[config.mk]
export PLATFORM = sky130hd
export DESIGN_NAME = sprite_line_evaluator
export DESIGN_NICKNAME = d
export VERILOG_FILES = /design/src/slv_pkg.sv /design/src/slv_eval.sv /design/src/slv_result_queue.sv /design/src/sprite_line_evaluator.sv
export SDC_FILE = /design/constraint.sdc
export NUM_CORES = 1
export LEC_CHECK = 0
export BUFFER_PORTS_ARGS = -buffer_cell sky130_fd_sc_hd__buf_4
export CAP_MARGIN = 40
export CORE_ASPECT_RATIO = 0.6
export CORE_MARGIN = 1.5
export CORE_UTILIZATION = 45
export DETAILED_ROUTE_END_ITERATION = 12
export PLACE_DENSITY = 0.68
export SETUP_SLACK_MARGIN = 0.2
export SYNTH_ARGS = -nofsm -noshare
export SYNTH_HDL_FRONTEND = slang
export SYNTH_SLANG_ARGS = --single-unit
[constraint.sdc]
create_clock -name clk -period 7.2 [get_ports clk]
set_input_delay 1.44 -clock clk [delete_from_list [all_inputs] [get_ports clk]]
set_output_delay 1.44 -clock clk [all_outputs]
set_load 0.005 [all_outputs]
[src/slv_pkg.sv]
package slv_pkg;

    // Result item kinds
    localparam logic KIND_SLOT    = 1'b0;
    localparam logic KIND_SUMMARY = 1'b1;

    // Pre-render line number that stands for line -1
    localparam logic [8:0] PRE_RENDER_LINE = 9'd261;

    // Sprite heights in rows
    localparam logic [4:0] HEIGHT_SHORT = 5'd8;
    localparam logic [4:0] HEIGHT_TALL  = 5'd16;

    // Result queue geometry
    localparam int QUEUE_DEPTH = 4;
    localparam int QUEUE_AW    = 2;
    localparam int QUEUE_CW    = 3;

    // One result item
    typedef struct packed {
        logic       result_kind;
        logic [2:0] slot_number;
        logic [7:0] tile_out;
        logic [7:0] x_out;
        logic [2:0] palette_priority;
        logic [7:0] slot_flags;
        logic [2:0] tile_row;
        logic       overflow;
        logic [3:0] found_count;
        logic       last_result;
    } result_t;

    // Results of one input item: up to two, first one in res0
    typedef struct packed {
        logic [1:0] push_count;
        result_t    res0;
        result_t    res1;
    } eval_out_t;

endpackage

[src/slv_eval.sv]
module slv_eval #(
    parameter int SLOTS_PER_LINE = 8,
    parameter int SPRITE_ENTRIES = 64,
    parameter int CNT_W          = 4
) (
    input  logic [5:0]           sprite_index,
    input  logic [8:0]           scanline,
    input  logic [7:0]           sprite_y,
    input  logic [7:0]           sprite_tile,
    input  logic [7:0]           sprite_attr,
    input  logic [7:0]           sprite_x,
    input  logic                 zero_hit_seen,
    input  logic                 tall_sprites,
    input  logic [CNT_W-1:0]     slots_filled,
    input  logic                 line_closed,
    output slv_pkg::eval_out_t   eval_out,
    output logic [CNT_W-1:0]     slots_filled_next,
    output logic                 line_closed_next
);

    logic                   line_start;
    logic                   closed;
    logic [CNT_W-1:0]       base_filled;
    logic signed [10:0]     line_num;
    logic signed [10:0]     row;
    logic [4:0]             height;
    logic                   in_range;
    logic                   last_entry;
    logic                   slots_full;
    logic                   slot_hit;
    logic                   no_slot;
    logic                   summary;
    logic [CNT_W-1:0]       filled_after;
    logic                   lower_half;
    logic [2:0]             tile_row;
    slv_pkg::result_t       slot_res;
    slv_pkg::result_t       sum_res;

    // Index 0 opens a fresh line
    assign line_start  = (sprite_index == 6'd0);
    assign closed      = line_start ? 1'b0 : line_closed;
    assign base_filled = line_start ? '0 : slots_filled;

    // Range check against the line being prepared
    assign line_num = (scanline == slv_pkg::PRE_RENDER_LINE) ? -11'sd1
                                                             : $signed({2'b00, scanline});
    assign row      = line_num - $signed({3'b000, sprite_y});
    assign height   = tall_sprites ? slv_pkg::HEIGHT_TALL : slv_pkg::HEIGHT_SHORT;
    assign in_range = (row >= 11'sd0) && (row < $signed({6'b0, height}));

    assign last_entry = (32'(sprite_index) == SPRITE_ENTRIES - 1);
    assign slots_full = (32'(base_filled) >= SLOTS_PER_LINE);

    assign slot_hit = !closed && in_range && !slots_full;
    assign no_slot  = !closed && in_range && slots_full;
    assign summary  = !closed && (no_slot || last_entry);

    assign filled_after = base_filled + CNT_W'(slot_hit);

    // Row within the 8-row tile, lower half only exists for tall sprites
    assign lower_half = row[3];
    assign tile_row   = row[2:0] ^ {3{sprite_attr[7]}};

    // Slot result
    always_comb
    begin
        slot_res                  = '0;
        slot_res.result_kind      = slv_pkg::KIND_SLOT;
        slot_res.slot_number      = 3'(base_filled);
        slot_res.tile_out         = sprite_tile;
        slot_res.x_out            = sprite_x;
        slot_res.palette_priority = {sprite_attr[5], sprite_attr[1:0]};
        slot_res.slot_flags       = {sprite_attr[7:6], lower_half, 3'b000,
                                     line_start && !zero_hit_seen, 1'b1};
        slot_res.tile_row         = tile_row;
        slot_res.overflow         = 1'b0;
        slot_res.found_count      = 4'(filled_after);
        slot_res.last_result      = !last_entry;
    end

    // End of line summary
    always_comb
    begin
        sum_res             = '0;
        sum_res.result_kind = slv_pkg::KIND_SUMMARY;
        sum_res.overflow    = no_slot;
        sum_res.found_count = 4'(filled_after);
        sum_res.last_result = 1'b1;
    end

    // Order results: slot first, summary after it
    always_comb
    begin
        eval_out.push_count = {1'b0, slot_hit} + {1'b0, summary};
        eval_out.res0       = slot_hit ? slot_res : sum_res;
        eval_out.res1       = sum_res;
    end

    assign slots_filled_next = filled_after;
    assign line_closed_next  = closed || summary;

endmodule

[src/slv_result_queue.sv]
module slv_result_queue (
    input  logic              clk,
    input  logic              rst_n,
    input  logic [1:0]        push_count,
    input  slv_pkg::result_t  din0,
    input  slv_pkg::result_t  din1,
    input  logic              pop,
    output logic              almost_full,
    output logic              not_empty,
    output slv_pkg::result_t  dout
);

    slv_pkg::result_t                 mem_reg [slv_pkg::QUEUE_DEPTH];
    logic [slv_pkg::QUEUE_AW-1:0]     wr_ptr_reg;
    logic [slv_pkg::QUEUE_AW-1:0]     wr_ptr_next;
    logic [slv_pkg::QUEUE_AW-1:0]     rd_ptr_reg;
    logic [slv_pkg::QUEUE_AW-1:0]     rd_ptr_next;
    logic [slv_pkg::QUEUE_CW-1:0]     count_reg;
    logic [slv_pkg::QUEUE_CW-1:0]     count_next;
    logic [slv_pkg::QUEUE_AW-1:0]     wr_ptr_plus1;

    assign wr_ptr_plus1 = wr_ptr_reg + slv_pkg::QUEUE_AW'(1);

    // Store up to two items per cycle
    always_ff @(posedge clk)
    begin
        if (push_count != 2'd0)
        begin
            mem_reg[wr_ptr_reg] <= din0;
        end
        if (push_count == 2'd2)
        begin
            mem_reg[wr_ptr_plus1] <= din1;
        end
    end

    // Advance pointers and occupancy
    always_comb
    begin
        wr_ptr_next = wr_ptr_reg + slv_pkg::QUEUE_AW'(push_count);
        rd_ptr_next = rd_ptr_reg + slv_pkg::QUEUE_AW'(pop);
        count_next  = count_reg + slv_pkg::QUEUE_CW'(push_count)
                      - slv_pkg::QUEUE_CW'(pop);
    end

    always_ff @(posedge clk or negedge rst_n)
    begin
        if (!rst_n)
        begin
            wr_ptr_reg <= '0;
            rd_ptr_reg <= '0;
            count_reg  <= '0;
        end
        else
        begin
            wr_ptr_reg <= wr_ptr_next;
            rd_ptr_reg <= rd_ptr_next;
            count_reg  <= count_next;
        end
    end

    // Room for two more items is needed before taking another input
    assign almost_full = (32'(count_reg) > slv_pkg::QUEUE_DEPTH - 2);
    assign not_empty   = (count_reg != '0);
    assign dout        = mem_reg[rd_ptr_reg];

    // Occupancy never exceeds the storage
    assert property (@(posedge clk) disable iff (!rst_n)
        32'(count_reg) <= slv_pkg::QUEUE_DEPTH)
        else $error("result queue occupancy beyond depth");

    // No push while the queue lacks room for it
    assert property (@(posedge clk) disable iff (!rst_n)
        almost_full |-> (push_count == 2'd0))
        else $error("push into a full result queue");

    // No pop from an empty queue
    assert property (@(posedge clk) disable iff (!rst_n)
        pop |-> not_empty)
        else $error("pop from an empty result queue");

    // Occupancy holds steady when there is neither push nor pop
    assert property (@(posedge clk) disable iff (!rst_n)
        (push_count == 2'd0 && !pop) |=> $stable(count_reg))
        else $error("result queue occupancy changed without traffic");

endmodule

[src/sprite_line_evaluator.sv]
// Channel   Direction  Handshake              Payload
// in        input      in_valid / in_stall    sprite_index .. zero_hit_seen
// out       output     out_valid / out_stall  result_kind .. last_result
// cfg       input      cfg_wr_en              cfg_wr_data (tall_sprites)
//
// An input item is evaluated in the cycle it is accepted; its results
// are written to the result queue, which hands them out one per cycle
// while out_stall is low. One item is taken per cycle while in_stall is
// low; an item that ends a line with a slot result gives two results.
// in_stall rises while fewer than two of the four result queue entries are
// free. Reset empties the queue, clears the line state and selects 8x8 sprites.
module sprite_line_evaluator #(
    parameter int SLOTS_PER_LINE = 8,
    parameter int SPRITE_ENTRIES = 64
) (
    input  logic       clk,
    input  logic       rst_n,
    input  logic       cfg_wr_en,
    input  logic       cfg_wr_data,
    input  logic       in_valid,
    output logic       in_stall,
    input  logic [5:0] sprite_index,
    input  logic [8:0] scanline,
    input  logic [7:0] sprite_y,
    input  logic [7:0] sprite_tile,
    input  logic [7:0] sprite_attr,
    input  logic [7:0] sprite_x,
    input  logic       zero_hit_seen,
    output logic       out_valid,
    input  logic       out_stall,
    output logic       result_kind,
    output logic [2:0] slot_number,
    output logic [7:0] tile_out,
    output logic [7:0] x_out,
    output logic [2:0] palette_priority,
    output logic [7:0] slot_flags,
    output logic [2:0] tile_row,
    output logic       overflow,
    output logic [3:0] found_count,
    output logic       last_result
);

    localparam int CNT_W = $clog2(SLOTS_PER_LINE + 1);

    logic               tall_sprites_reg;
    logic [CNT_W-1:0]   slots_filled_reg;
    logic [CNT_W-1:0]   slots_filled_next;
    logic               line_closed_reg;
    logic               line_closed_next;
    logic               in_accept;
    logic               out_accept;
    logic               almost_full;
    logic [1:0]         push_count;
    slv_pkg::eval_out_t eval_out;
    slv_pkg::result_t   dout;

    assign in_stall   = almost_full;
    assign in_accept  = in_valid && !in_stall;
    assign out_accept = out_valid && !out_stall;

    // Configuration register
    always_ff @(posedge clk or negedge rst_n)
    begin
        if (!rst_n)
        begin
            tall_sprites_reg <= 1'b0;
        end
        else if (cfg_wr_en)
        begin
            tall_sprites_reg <= cfg_wr_data;
        end
    end

    slv_eval #(
        .SLOTS_PER_LINE (SLOTS_PER_LINE),
        .SPRITE_ENTRIES (SPRITE_ENTRIES),
        .CNT_W          (CNT_W)
    ) u_eval (
        .sprite_index      (sprite_index),
        .scanline          (scanline),
        .sprite_y          (sprite_y),
        .sprite_tile       (sprite_tile),
        .sprite_attr       (sprite_attr),
        .sprite_x          (sprite_x),
        .zero_hit_seen     (zero_hit_seen),
        .tall_sprites      (tall_sprites_reg),
        .slots_filled      (slots_filled_reg),
        .line_closed       (line_closed_reg),
        .eval_out          (eval_out),
        .slots_filled_next (slots_filled_next),
        .line_closed_next  (line_closed_next)
    );

    // Update line state on each accepted item
    always_ff @(posedge clk or negedge rst_n)
    begin
        if (!rst_n)
        begin
            slots_filled_reg <= '0;
            line_closed_reg  <= 1'b0;
        end
        else if (in_accept)
        begin
            slots_filled_reg <= slots_filled_next;
            line_closed_reg  <= line_closed_next;
        end
    end

    assign push_count = in_accept ? eval_out.push_count : 2'd0;

    slv_result_queue u_queue (
        .clk         (clk),
        .rst_n       (rst_n),
        .push_count  (push_count),
        .din0        (eval_out.res0),
        .din1        (eval_out.res1),
        .pop         (out_accept),
        .almost_full (almost_full),
        .not_empty   (out_valid),
        .dout        (dout)
    );

    // Drive result fields from the queue head
    assign result_kind      = dout.result_kind;
    assign slot_number      = dout.slot_number;
    assign tile_out         = dout.tile_out;
    assign x_out            = dout.x_out;
    assign palette_priority = dout.palette_priority;
    assign slot_flags       = dout.slot_flags;
    assign tile_row         = dout.tile_row;
    assign overflow         = dout.overflow;
    assign found_count      = dout.found_count;
    assign last_result      = dout.last_result;

    // Slot count never runs past the slots of a line
    assert property (@(posedge clk) disable iff (!rst_n)
        32'(slots_filled_reg) <= SLOTS_PER_LINE)
        else $error("slot count beyond slots per line");

    // A closed line takes no more slots until index 0 comes
    assert property (@(posedge clk) disable iff (!rst_n)
        (line_closed_reg && in_accept && sprite_index != 6'd0)
        |=> $stable(slots_filled_reg) && line_closed_reg)
        else $error("closed line changed without a line start");

    // A summary result is always the last of its item
    assert property (@(posedge clk) disable iff (!rst_n)
        (out_valid && result_kind == slv_pkg::KIND_SUMMARY) |-> last_result)
        else $error("summary result not marked last");

endmodule
# ---- After elaboration in Yosys (flattened, before gate mapping)
# Memory sizes are Yosys's and may differ from the RTL's.
# Index checks and enable logic that the tools add are counted.
dict set report op_classes {
  n_addsub 8
  magnitude_cmp 4
  eq_ne 3
  mux 10
  n_bitwise 1
  n_reduce_logical 19
}
# cell count
set op_table {}
lappend op_table {{$mux 40} 1}
lappend op_table {{$ge 11x1->1 const B} 1}
lappend op_table {{$lt 11x6->1} 1}
lappend op_table {{$mux 11} 1}
lappend op_table {{$sub 11x9->11} 1}
lappend op_table {{$eq 9x9->1 const B} 1}
lappend op_table {{$logic_and 1x1->1} 8}
lappend op_table {{$eq 6x6->1 const B} 1}
lappend op_table {{$logic_not 1->1} 6}
lappend op_table {{$logic_not 6->1} 1}
lappend op_table {{$mux 1} 5}
lappend op_table {{$mux 5} 1}
lappend op_table {{$add 4x1->4} 1}
lappend op_table {{$ge 4x4->1 const B} 1}
lappend op_table {{$mux 4} 1}
lappend op_table {{$add 3x2->3} 1}
lappend op_table {{$gt 3x2->1 const B} 1}
lappend op_table {{$reduce_bool 3->1} 1}
lappend op_table {{$sub 3x1->3} 1}
lappend op_table {{$xor 3x3->3} 1}
lappend op_table {{$add 1x1->2} 1}
lappend op_table {{$add 2x1->2} 1}
lappend op_table {{$add 2x1->2 const B} 1}
lappend op_table {{$add 2x2->2} 1}
lappend op_table {{other kinds (4)} 5}
dict set report totals {
  ff_bits 13
  ramBits 160
  output_inout_bits 42
  n_memories 1
}
# name depth word_bits rd rd_clocked_by_memory_dff write_ports line_no
set memory_table {}
lappend memory_table {u_queue.mem_reg 4 40 1 0 2 slv_result_queue.sv:13} ;# slv_pkg::result_t mem_reg [slv_pkg::QUEUE_DEPTH];

# ---- Depth between registers and ports, before layout
# Gate-level depths: netlist of the first run.
dict set report logic_depth {
  word_depth 14
  ltp_mapped 24
  mapped_depth_nobuf 20
}

# ---- Hierarchy
# From an unflattened synthesis of the first run, not the netlist that was laid out.
dict set report unflattened {
  hier_cells 635
  hier_area_um2 9963.3
}
# mod instances cells_each area_each_um2 seq_area_each_um2
set by_module_without_submodules {}
lappend by_module_without_submodules {slv_result_queue 1 426 8351.8 4979.8}
lappend by_module_without_submodules {slv_eval 1 192 1328.8 0.0}
lappend by_module_without_submodules {sprite_line_evaluator 1 17 282.8 150.1}

# ---- Worst setup path after synthesis of the first run
# Ideal clock, no wire load.
dict set report synth_path {
  path_kind {input -> register}
  start {input scanline[0]}
  end {memory u_queue.mem_reg[0][1] (netlist name), enable pin}
  arrival_ns 5.359
  slack_ns 1.568
  path_stages 22
  path_buffers 4
  path_cell_list {nor4bb_1 > nand4_1 > nand2b_1 > fa_1 > a21o_1 > a21oi_1 > xnor2_1 > ha_1 > a21oi_1 > nand4b_1 > a211oi_2 > and3_1 > buf_6 > buf_8 > and2_1 > ha_1 > nor2_1 > nor3_1 > o21ai_0 > clkbuf_1 > buf_1 > inv_1}
}
# item line_no
set synth_rtl {}
lappend synth_rtl {{from (decl)} sprite_line_evaluator.sv:23} ;# input logic [8:0] scanline,
lappend synth_rtl {{to (decl)} slv_result_queue.sv:13}

==> flow_summary.ini, run 1 <==
[min_path]
hp-class = reg -> reg
hp-start = u_queue.mem_reg[3][25]$_SDFFE_PP0N_

[worst_setup_path]
cpPeakStageDelay_ps = 370
critPathKind = in -> reg
arrival_ps = 5990
worst_setup_path_end_kind = flip-flop
r2r_slack_ps = 3580
endpoint = u_queue.mem_reg[2][5]$_DFFE_PP_
rr_endpoint = u_queue.mem_reg[2][5]$_DFFE_PP_
critPathRequiredTime_ps = 7310
cp_max_fo = 10
slowest_stage = or3_1
path_cells = buf_4 -> nor4bb_1 -> nand4_1 -> nand2b_1 -> fa_1 -> a21o_1 -> a21oi_1 -> xnor2_1 -> ha_1 -> a21oi_1 -> nand4b_1 -> nor4b_1 -> nand3_1 -> a21oi_1 -> ha_1 -> nor2_1 -> or3_1 -> o21ai_0 -> nand2_1 -> buf_4 -> inv_1
rr_worst_depth = 14
crit_top_cell = a21oi_1
cp-start-kind = input port
reg2reg_from = tall_sprites_reg$_DFFE_PN0P_
crit_start = scanline[3]

[finish]
synthToLayoutAreaGrowth_pct = 18.7
mostFrequentLayoutCell = dfxtp_1
final_cell_mix = 128 x dfxtp_1, 104 x buf_4, 102 x nand2_1
fin_nets = 841
diodes = 0
multi_input_area_mm2 = 0.00344
seq_area_mm2 = 0.00349
largest_reg_flops = 148
num-fill-cells = 1323
fin_cells = 984
drive_gt1_share_pct = 23.6

[outcome]
status = finished clean

[synth]
syn_inst = 700
synth_area_mm2 = 0.00732
ys_types = 53
seq_area_frac_synth_pct = 47.6
async_flop_share_pct = 8.07
ys_ff_latch = 161
synth-edff-count = 20
avgSynthCellArea_um2 = 10.5
ys_warn_count = 0
ys.flop_type = dfxtp_1

[floorplan]
ios = 96
dieArea_mm2 = 0.0171
die_h_um = 102
num_rows = 35
core_area_mm2 = 0.0156
start_util_pct = 46.8
die_w_um = 168

[detailed_routing]
drtIter0Drc = 562
vias_per_cell = 5.92
wl_per_cell_um = 19.4
routed_wl_um = 19100
drc_errors = 0
ant_nets = 0
vias = 5821
drt-pass1-iter-count = 5

[cts]
cts_tree = done
clock_latency_ps = 420
htreeDepth = 4
clk_pin_slew_ps = 60
post-cts-setup-buffers = 0
ctsResizeCount = 0
cts_buffers = 17
cts_hold_buf = 0
cts_max_path_buffers = 2
cts_num_sinks = 161
root_buffer = clkbuf_16

[grt]
grt_pass1_wl_um = 30900
grt_max_degree = 65
gr-total-overflow = 0
track_usage_pct = 23.6
grt_antenna_before_repair = 0
grt_pass1_vias = 5952

[sta]
final.period_utilization_pct = 81.7
clock_skew_ps = 10.7
setup_viol = 0
hold_violations = 0
fmax_ghz = 0.170
slew_violations = 0
worst_pin_slew_ps = 776
setup_slack_ps = 1320
rsz0062_at_grt = false
whs_ps = 448
period_minus_slack_ps = 5880
relSlewSlack_pct = 48.3
fin_tns_setup_ps = 0

[placed_design]
portBuffers = 89
place_hpwl_um = 12300
place_ws_ps = 903
routabilityCongestion = 0.848
dpl.cell_count = 952

[power]
power.leakage_nw = 3.48
power.density_mw_per_mm2 = 267
peakVddDrop_mv = 0.143
p_total_w = 0.00232

[run]
maxCapViolCount = 0
==> critical path: cells and delay by family <==
family	cells	cell delay, ps
fa+ha+maj	3	720
simple gates	9	2380
buf+inv	3	580
compound gates	5	730
xor+xnor	1	150
==> cell type report <==
class                      instances  share of cell area (%)
clock buffer                      21                    5.54
clock inverter                    11                    1.19
inverter                          32                    1.38
multi-input combinational        451                    39.6
sequential                       161                    40.2
tap                              203                    2.92
timing repair buffer             105                    9.21
==> metrics by stage <==
| stage | area [µm²] | util [%] |
|---|---|---|
| CTS | 8690 | 55.6 |
| floorplan | 7330 | - |
| detailed placement | 8110 | 51.9 |
| global placement | 8090 | 51.7 |
| finish | 8690 | 55.6 |
| global route | 8690 | 55.6 |
==> logic make-up after synthesis <==
| group | Yosys count | share of synthesized area [%] |
|---|---|---|
| xor gates and xnor gates | 14 | 1.67 |
| muxes | 38 | 11.5 |
| adders and majority gates | 19 | 3.45 |
| and+or+nand+nor | 210 | 13.1 |
| other | 1 | 0.0512 |
| buffers and inverters | 90 | 5.72 |
| DFF | 161 | 47.6 |
| AOI/OAI and AO/OA | 167 | 16.8 |
==> Yosys cell counts (9+ instances only) <==
master	n	area, µm²
edfxtp_1	20	601
a32o_1	59	591
dfrtp_1	13	325
o21ai_0	67	335
nand2_1	103	387
nor2_1	40	150
and2_1	31	194
inv_1	32	120
mux4_2	37	833
a21oi_1	12	60.1
clkbuf_1	37	139
ha_1	17	213
dfxtp_1	128	2560
xnor2_1	9	78.8
==> where the power goes <==
group / leakage, nW / internal, W / switching (W)
Clock: 0.285 / 0.000517 / 0.000368
Sequential: 1.38 / 0.000935 / 0.0000350
Combinational: 1.81 / 0.000225 / 0.000244
Total: 3.48 / 0.00168 / 0.000647
==> how the worst min path moves through the flow <==
stage | end | slack, ps | depth (start not counted)
after floorplan | u_queue.mem_reg[1][31]$_SDFFE_PP0N_ | 420 | 2
after global placement | u_queue.mem_reg[2][39]$_SDFFE_PP1N_ | 430 | 2
after detailed placement | u_queue.mem_reg[3][10]$_SDFFE_PP0N_ | 440 | 2
after CTS | u_queue.mem_reg[3][10]$_SDFFE_PP0N_ | 450 | 2
after global routing | u_queue.mem_reg[2][0]$_SDFFE_PP1N_ | 470 | 2
final | u_queue.mem_reg[3][25]$_SDFFE_PP0N_ | 450 | 2
==> per-layer routing <==
layer	vias to the layer above	global-route usage, %	share of wire [%]
met2	268	37.9	45
met4	0	7.90	0.63
met5	-	0	0
met1	2870	32.1	46
li1	2671	-	-
met3	12	5.27	7.9
No activity file was read; power rests on OpenSTA's default activity.
==> inputs of run 2 (changes only) <==
--- a/config.mk
+++ b/config.mk
@@ -11,7 +11,7 @@
 export CORE_MARGIN = 1.5
 export CORE_UTILIZATION = 45
 export DETAILED_ROUTE_END_ITERATION = 12
-export PLACE_DENSITY = 0.68
+export PLACE_DENSITY = 0.7
 export SETUP_SLACK_MARGIN = 0.2
 export SYNTH_ARGS = -nofsm -noshare
 export SYNTH_HDL_FRONTEND = slang
==> constraint.sdc (replaced) <==
create_clock -name clk -period 5.3 [get_ports clk]
set_input_delay 1.06 -clock clk [delete_from_list [all_inputs] [get_ports clk]]
set_output_delay 1.06 -clock clk [all_outputs]
set_load 0.005 [all_outputs]
==> flow_summary.ini, run 2 (synthesis results as in run 1) <==
[cts]
cts_buffers = 17
post-cts-setup-buffers = 0
cts_max_path_buffers = 2
clk_pin_slew_ps = 60
root_buffer = clkbuf_16
cts_tree = done
cts_num_sinks = 161
clock_latency_ps = 440
htreeDepth = 4

[finish]
stdcell_area_mm2 = 0.00876
seq_area_mm2 = 0.00349
mostFrequentLayoutCell = dfxtp_1
synthToLayoutAreaGrowth_pct = 19.6
final_cell_mix = 128 x dfxtp_1, 105 x buf_4, 102 x nand2_1
num-fill-cells = 1326
largest_reg_flops = 148
diodes = 0
fin_nets = 846
drive_gt1_share_pct = 24.4
multi_input_area_mm2 = 0.00345

[worst_setup_path]
critPathBufInv = 3
path_cells = buf_4 -> nor4bb_1 -> nand4_1 -> buf_4 -> nand2b_1 -> ha_1 -> a21oi_1 -> xnor2_1 -> ha_1 -> a21oi_1 -> nand4b_1 -> nor4b_1 -> nand3_1 -> a21oi_1 -> ha_1 -> nor2_1 -> or3_1 -> o21ai_0 -> nand2_1 -> buf_4 -> a32o_1
reg2reg_from = tall_sprites_reg$_DFFE_PN0P_
worst_setup_path_end_kind = flip-flop
rr_worst_depth = 14
crit_family = simple AND/OR/NAND/NOR gates
r2r_slack_ps = 2180
critPathKind = in -> reg
cp-start-kind = input port
rr_endpoint = u_queue.mem_reg[2][6]$_SDFFE_PP0N_
arrival_ps = 4980
slowest_stage = or3_1
cp_max_fo = 11
critPathRequiredTime_ps = 5610
cpPeakStageDelay_ps = 370

[power]
power_frac_comb_pct = 19.0
p_int_w = 0.00220
seqPwrFrac_pct = 43.8
power.switching_w = 0.000916
p_sw_share_pct = 29.4
peakVddDrop_mv = 0.183
power.leakage_nw = 3.52
power.density_mw_per_mm2 = 356
clkPwrFrac_pct = 37.2

[min_path]
min_to = u_queue.mem_reg[2][0]$_SDFFE_PP1N_
hp-class = reg -> reg
hp-start = u_queue.mem_reg[2][0]$_SDFFE_PP1N_
whs_path_depth = 2

[floorplan]
start_util_pct = 46.8
die_h_um = 102
ios = 96
core_area_mm2 = 0.0156
dieArea_mm2 = 0.0171
die_w_um = 168
num_rows = 35

[detailed_routing]
drt-pass1-iter-count = 5
vias_per_cell = 5.85
drtIter0Drc = 477
ant_nets = 0
vias = 5784
wl_per_cell_um = 19.4
drc_errors = 0
routed_wl_um = 19200

[outcome]
status = finished clean

[sta]
setup_viol = 0
clock_skew_ps = 22.8
hold_violations = 0
slew_violations = 0
rsz0062_at_grt = false
setup_slack_ps = 632
final.period_utilization_pct = 88.1
relSlewSlack_pct = 49.0
fin_tns_setup_ps = 0
fmax_ghz = 0.214
period_minus_slack_ps = 4670
worst_pin_slew_ps = 765

[placed_design]
place_hpwl_um = 12700
portBuffers = 89
routabilityCongestion = 0.850
placedInstanceArea_mm2 = 0.00820
place_ws_ps = 115

[grt]
track_usage_pct = 23.3
grt_pass1_wl_um = 30600
grt_pass1_vias = 5892
gr-total-overflow = 0
grt_max_degree = 65
grt_antenna_before_repair = 0

[run]
maxCapViolCount = 0
run 2: timing repair:
item	in CTS	in global routing
resized for setup	0	1
endpoints found under the setup margin	0	12
hold buffers	0	0
run 2: worst max path at each step:
stage           startpoint                                  end  cells past startpoint
6_report       scanline[3]   u_queue.mem_reg[2][6]$_SDFFE_PP0N_                     21
5_1_grt        scanline[3]  u_queue.mem_reg[3][33]$_SDFFE_PP0N_                     20
4_1_cts        scanline[3]   u_queue.mem_reg[0][0]$_SDFFE_PP1P_                     19
3_5_place_dp   scanline[3]   u_queue.mem_reg[0][0]$_SDFFE_PP1P_                     19
3_3_place_gp   scanline[3]   u_queue.mem_reg[0][0]$_SDFFE_PP1P_                     20
2_1_floorplan  scanline[3]      u_queue.mem_reg[2][1]$_DFFE_PP_                     23
run 2: metrics by stage:
stage	cells	hold slack (ps)	power (W)	util (%)
2_1_floorplan	702	420	0.00177	-
3_3_place_gp	956	428	0.00195	52.3
3_5_place_dp	957	441	0.00199	52.4
4_1_cts	989	452	0.00314	56.0
5_1_grt	989	474	0.00326	56.0
6_report	989	452	0.00312	56.0
run 2: power by group through the flow:
stage	Sequential [W]	Combinational, W	Clock, W
after floorplan	0.00131	0.000458	0
after global placement	0.00144	0.000512	0
after detailed placement	0.00139	0.000595	0
after CTS	0.00137	0.000595	0.00117
after global routing	0.00138	0.000644	0.00123
final	0.00137	0.000593	0.00116
run 2: cell type report:
type | count | share of cell area, %
Multi-Input combinational cell | 451 | 39.4
Sequential cell | 161 | 39.9
Clock buffer | 18 | 5.01
Timing Repair Buffer | 110 | 10.1
Clock inverter | 14 | 1.34
Inverter | 32 | 1.37
Tap cell | 203 | 2.90
run 2: routing by layer:
| metal | wire length, µm | global-route usage (%) | part of all wire [%] | up-vias |
|---|---|---|---|---|
| li1 | - | - | - | 2697 |
| met3 | 1470 | 5.38 | 7.6 | 15 |
| met2 | 9080 | 38.9 | 47 | 223 |
| met4 | 123 | 5.68 | 0.64 | 0 |
| met5 | 0 | 0 | 0 | - |
| met1 | 8560 | 31.2 | 45 | 2849 |
run 2: worst reg2reg max path: stages (launching register included):
cell and delay, ps:
dfrtp_1 350, inv_1 80, ha_1 190, a21oi_1 120, nand4b_1 160, nor4b_1 290, nand3_1 170, a21oi_1 200
ha_1 250, nor2_1 90, or3_1 370, o21ai_0 90, nand2_1 190, buf_4 260, a32o_1 200
==> inputs of run 3 (changes only) <==
--- a/config.mk
+++ b/config.mk
@@ -5,13 +5,13 @@
 export SDC_FILE = /design/constraint.sdc
 export NUM_CORES = 1
 export LEC_CHECK = 0
-export BUFFER_PORTS_ARGS = -buffer_cell sky130_fd_sc_hd__buf_4
 export CAP_MARGIN = 40
 export CORE_ASPECT_RATIO = 0.6
-export CORE_MARGIN = 1.5
-export CORE_UTILIZATION = 45
+export CORE_MARGIN = 4
+export CORE_UTILIZATION = 50
 export DETAILED_ROUTE_END_ITERATION = 12
-export PLACE_DENSITY = 0.7
+export DONT_BUFFER_PORTS = 1
+export PLACE_DENSITY = 0.71
 export SETUP_SLACK_MARGIN = 0.2
 export SYNTH_ARGS = -nofsm -noshare
 export SYNTH_HDL_FRONTEND = slang
==> flow_summary.ini, run 3 (synthesis results as in run 1) <==
[floorplan]
num_rows = 33
core_area_mm2 = 0.0140
dieArea_mm2 = 0.0167
die_w_um = 164
ios = 96
start_util_pct = 52.3
die_h_um = 102

[finish]
drive_gt1_share_pct = 14.9
largest_reg_flops = 148
synthToLayoutAreaGrowth_pct = 10.8
mostFrequentLayoutCell = dfxtp_1
diodes = 0
fin_nets = 757
post-route-util_pct = 58.0
final_cell_mix = 128 x dfxtp_1, 102 x nand2_1, 66 x o21ai_0

[sta]
relSlewSlack_pct = 51.4
slew_violations = 0
rsz0062_at_grt = false
setup_viol = 0
final.period_utilization_pct = 90.7
fmax_ghz = 0.208
clock_skew_ps = 8.68
worst_pin_slew_ps = 729
period_minus_slack_ps = 4800
hold_violations = 0
fin_tns_setup_ps = 0

[cts]
cts_max_path_buffers = 2
cts_num_sinks = 161
clk_pin_slew_ps = 70
post-cts-setup-buffers = 0
htreeDepth = 4
root_buffer = clkbuf_16
clock_latency_ps = 420
cts_buffers = 17
cts_tree = done

[detailed_routing]
vias = 5511
wl_per_cell_um = 21.0
drc_errors = 0
vias_per_cell = 6.20
drt-pass1-iter-count = 5
routed_wl_um = 18700
drtIter0Drc = 582
ant_nets = 0

[worst_setup_path]
worst_setup_path_end_kind = flip-flop
arrival_ps = 5120
cp_max_fo = 30
cp-start-kind = input port
critPathKind = in -> reg
critPathRequiredTime_ps = 5620

[power]
peakVddDrop_mv = 0.203
power.leakage_nw = 3.09
power.density_mw_per_mm2 = 375

[grt]
gr-total-overflow = 0
grt_pass1_wl_um = 29700
track_usage_pct = 22.8
grt_max_degree = 65
grt_pass1_vias = 5645
grt_antenna_before_repair = 0

[outcome]
status = finished clean

[placed_design]
routabilityCongestion = 0.828
portBuffers = 0
place_hpwl_um = 12200

[min_path]
hp-class = in -> async

[run]
maxCapViolCount = 0
-- run 3: final timing paths --
| kind | startpoint | slack (ps) | end | depth (start not counted) |
|---|---|---|---|---|
| max in group asynchronous | rst_n | 4890 | slots_filled_reg[2]$_DFFE_PN0P_ | 0 |
| min in group clk | u_queue.mem_reg[2][0]$_SDFFE_PP1N_ | 450 | u_queue.mem_reg[2][0]$_SDFFE_PP1N_ | 2 |
| worst max register to register | tall_sprites_reg$_DFFE_PN0P_ | 1980 | u_queue.mem_reg[1][10]$_SDFFE_PP0N_ | 13 |
| worst min register to register | u_queue.mem_reg[2][0]$_SDFFE_PP1N_ | 450 | u_queue.mem_reg[2][0]$_SDFFE_PP1N_ | 2 |
| worst min-delay path | rst_n | 330 | tall_sprites_reg$_DFFE_PN0P_ | 0 |
| worst max-delay path | scanline[3] | 500 | u_queue.mem_reg[1][10]$_SDFFE_PP0N_ | 19 |
-- run 3: worst max-delay path: stages --
cell and delay [ps]:
nor4bb_2 320, nand4_1 210, nand2b_1 180, fa_2 270, a21o_1 150, a21oi_1 80, xnor2_1 140, ha_1 200
a21oi_1 170, nand4b_1 170, a211oi_2 240, and3_2 220, and2_1 190, ha_1 260, o21ai_0 200, nor3_1 390
nand4_1 220, buf_12 230, o31ai_1 220
-- run 3: layout make-up --
class / count / area [µm²]
Timing Repair Buffer: 21 / 236
Inverter: 32 / 120
Tap cell: 192 / 240
Multi-Input combinational cell: 451 / 3450
Clock buffer: 20 / 478
Fill cell: 1146 / 5880
Clock inverter: 12 / 96.3
Sequential cell: 161 / 3490
-- run 3: metrics by stage --
step                      setup slack [ps]  cells  power (W)  instance area, µm²  hold WS, ps
after floorplan                        213    702    0.00177                7340          420
after global routing                   220    889    0.00318                8120          314
after global placement                 239    856    0.00187                7510          428
final                                  495    889    0.00305                8120          331
after detailed placement               106    857    0.00190                7530          439
after CTS                              503    889    0.00307                8100          319
-- run 3: where the power goes --
part	switching [W]	internal [W]	total, W	leakage [nW]
logic	0.000260	0.000245	0.000504	1.42
clock network	0.000512	0.000662	0.00117	0.282
registers	0.0000995	0.00127	0.00137	1.39
-- run 3: what timing repair did --
item,4_1_cts,5_1_grt
gates resized for setup,0,3
endpoints found under the setup margin,0,87
hold buffers,0,0
-- run 3: metal layers --
layer / vias up / GRT usage [%] / share of wire (%) / wire length (µm)
li1: 2516 / - / - / -
met1: 2781 / 30.4 / 44 / 8170
met2: 199 / 36.9 / 48 / 8920
met3: 15 / 6.34 / 7.7 / 1440
met4: 0 / 6.57 / 0.77 / 144
met5: - / 0 / 0 / 0
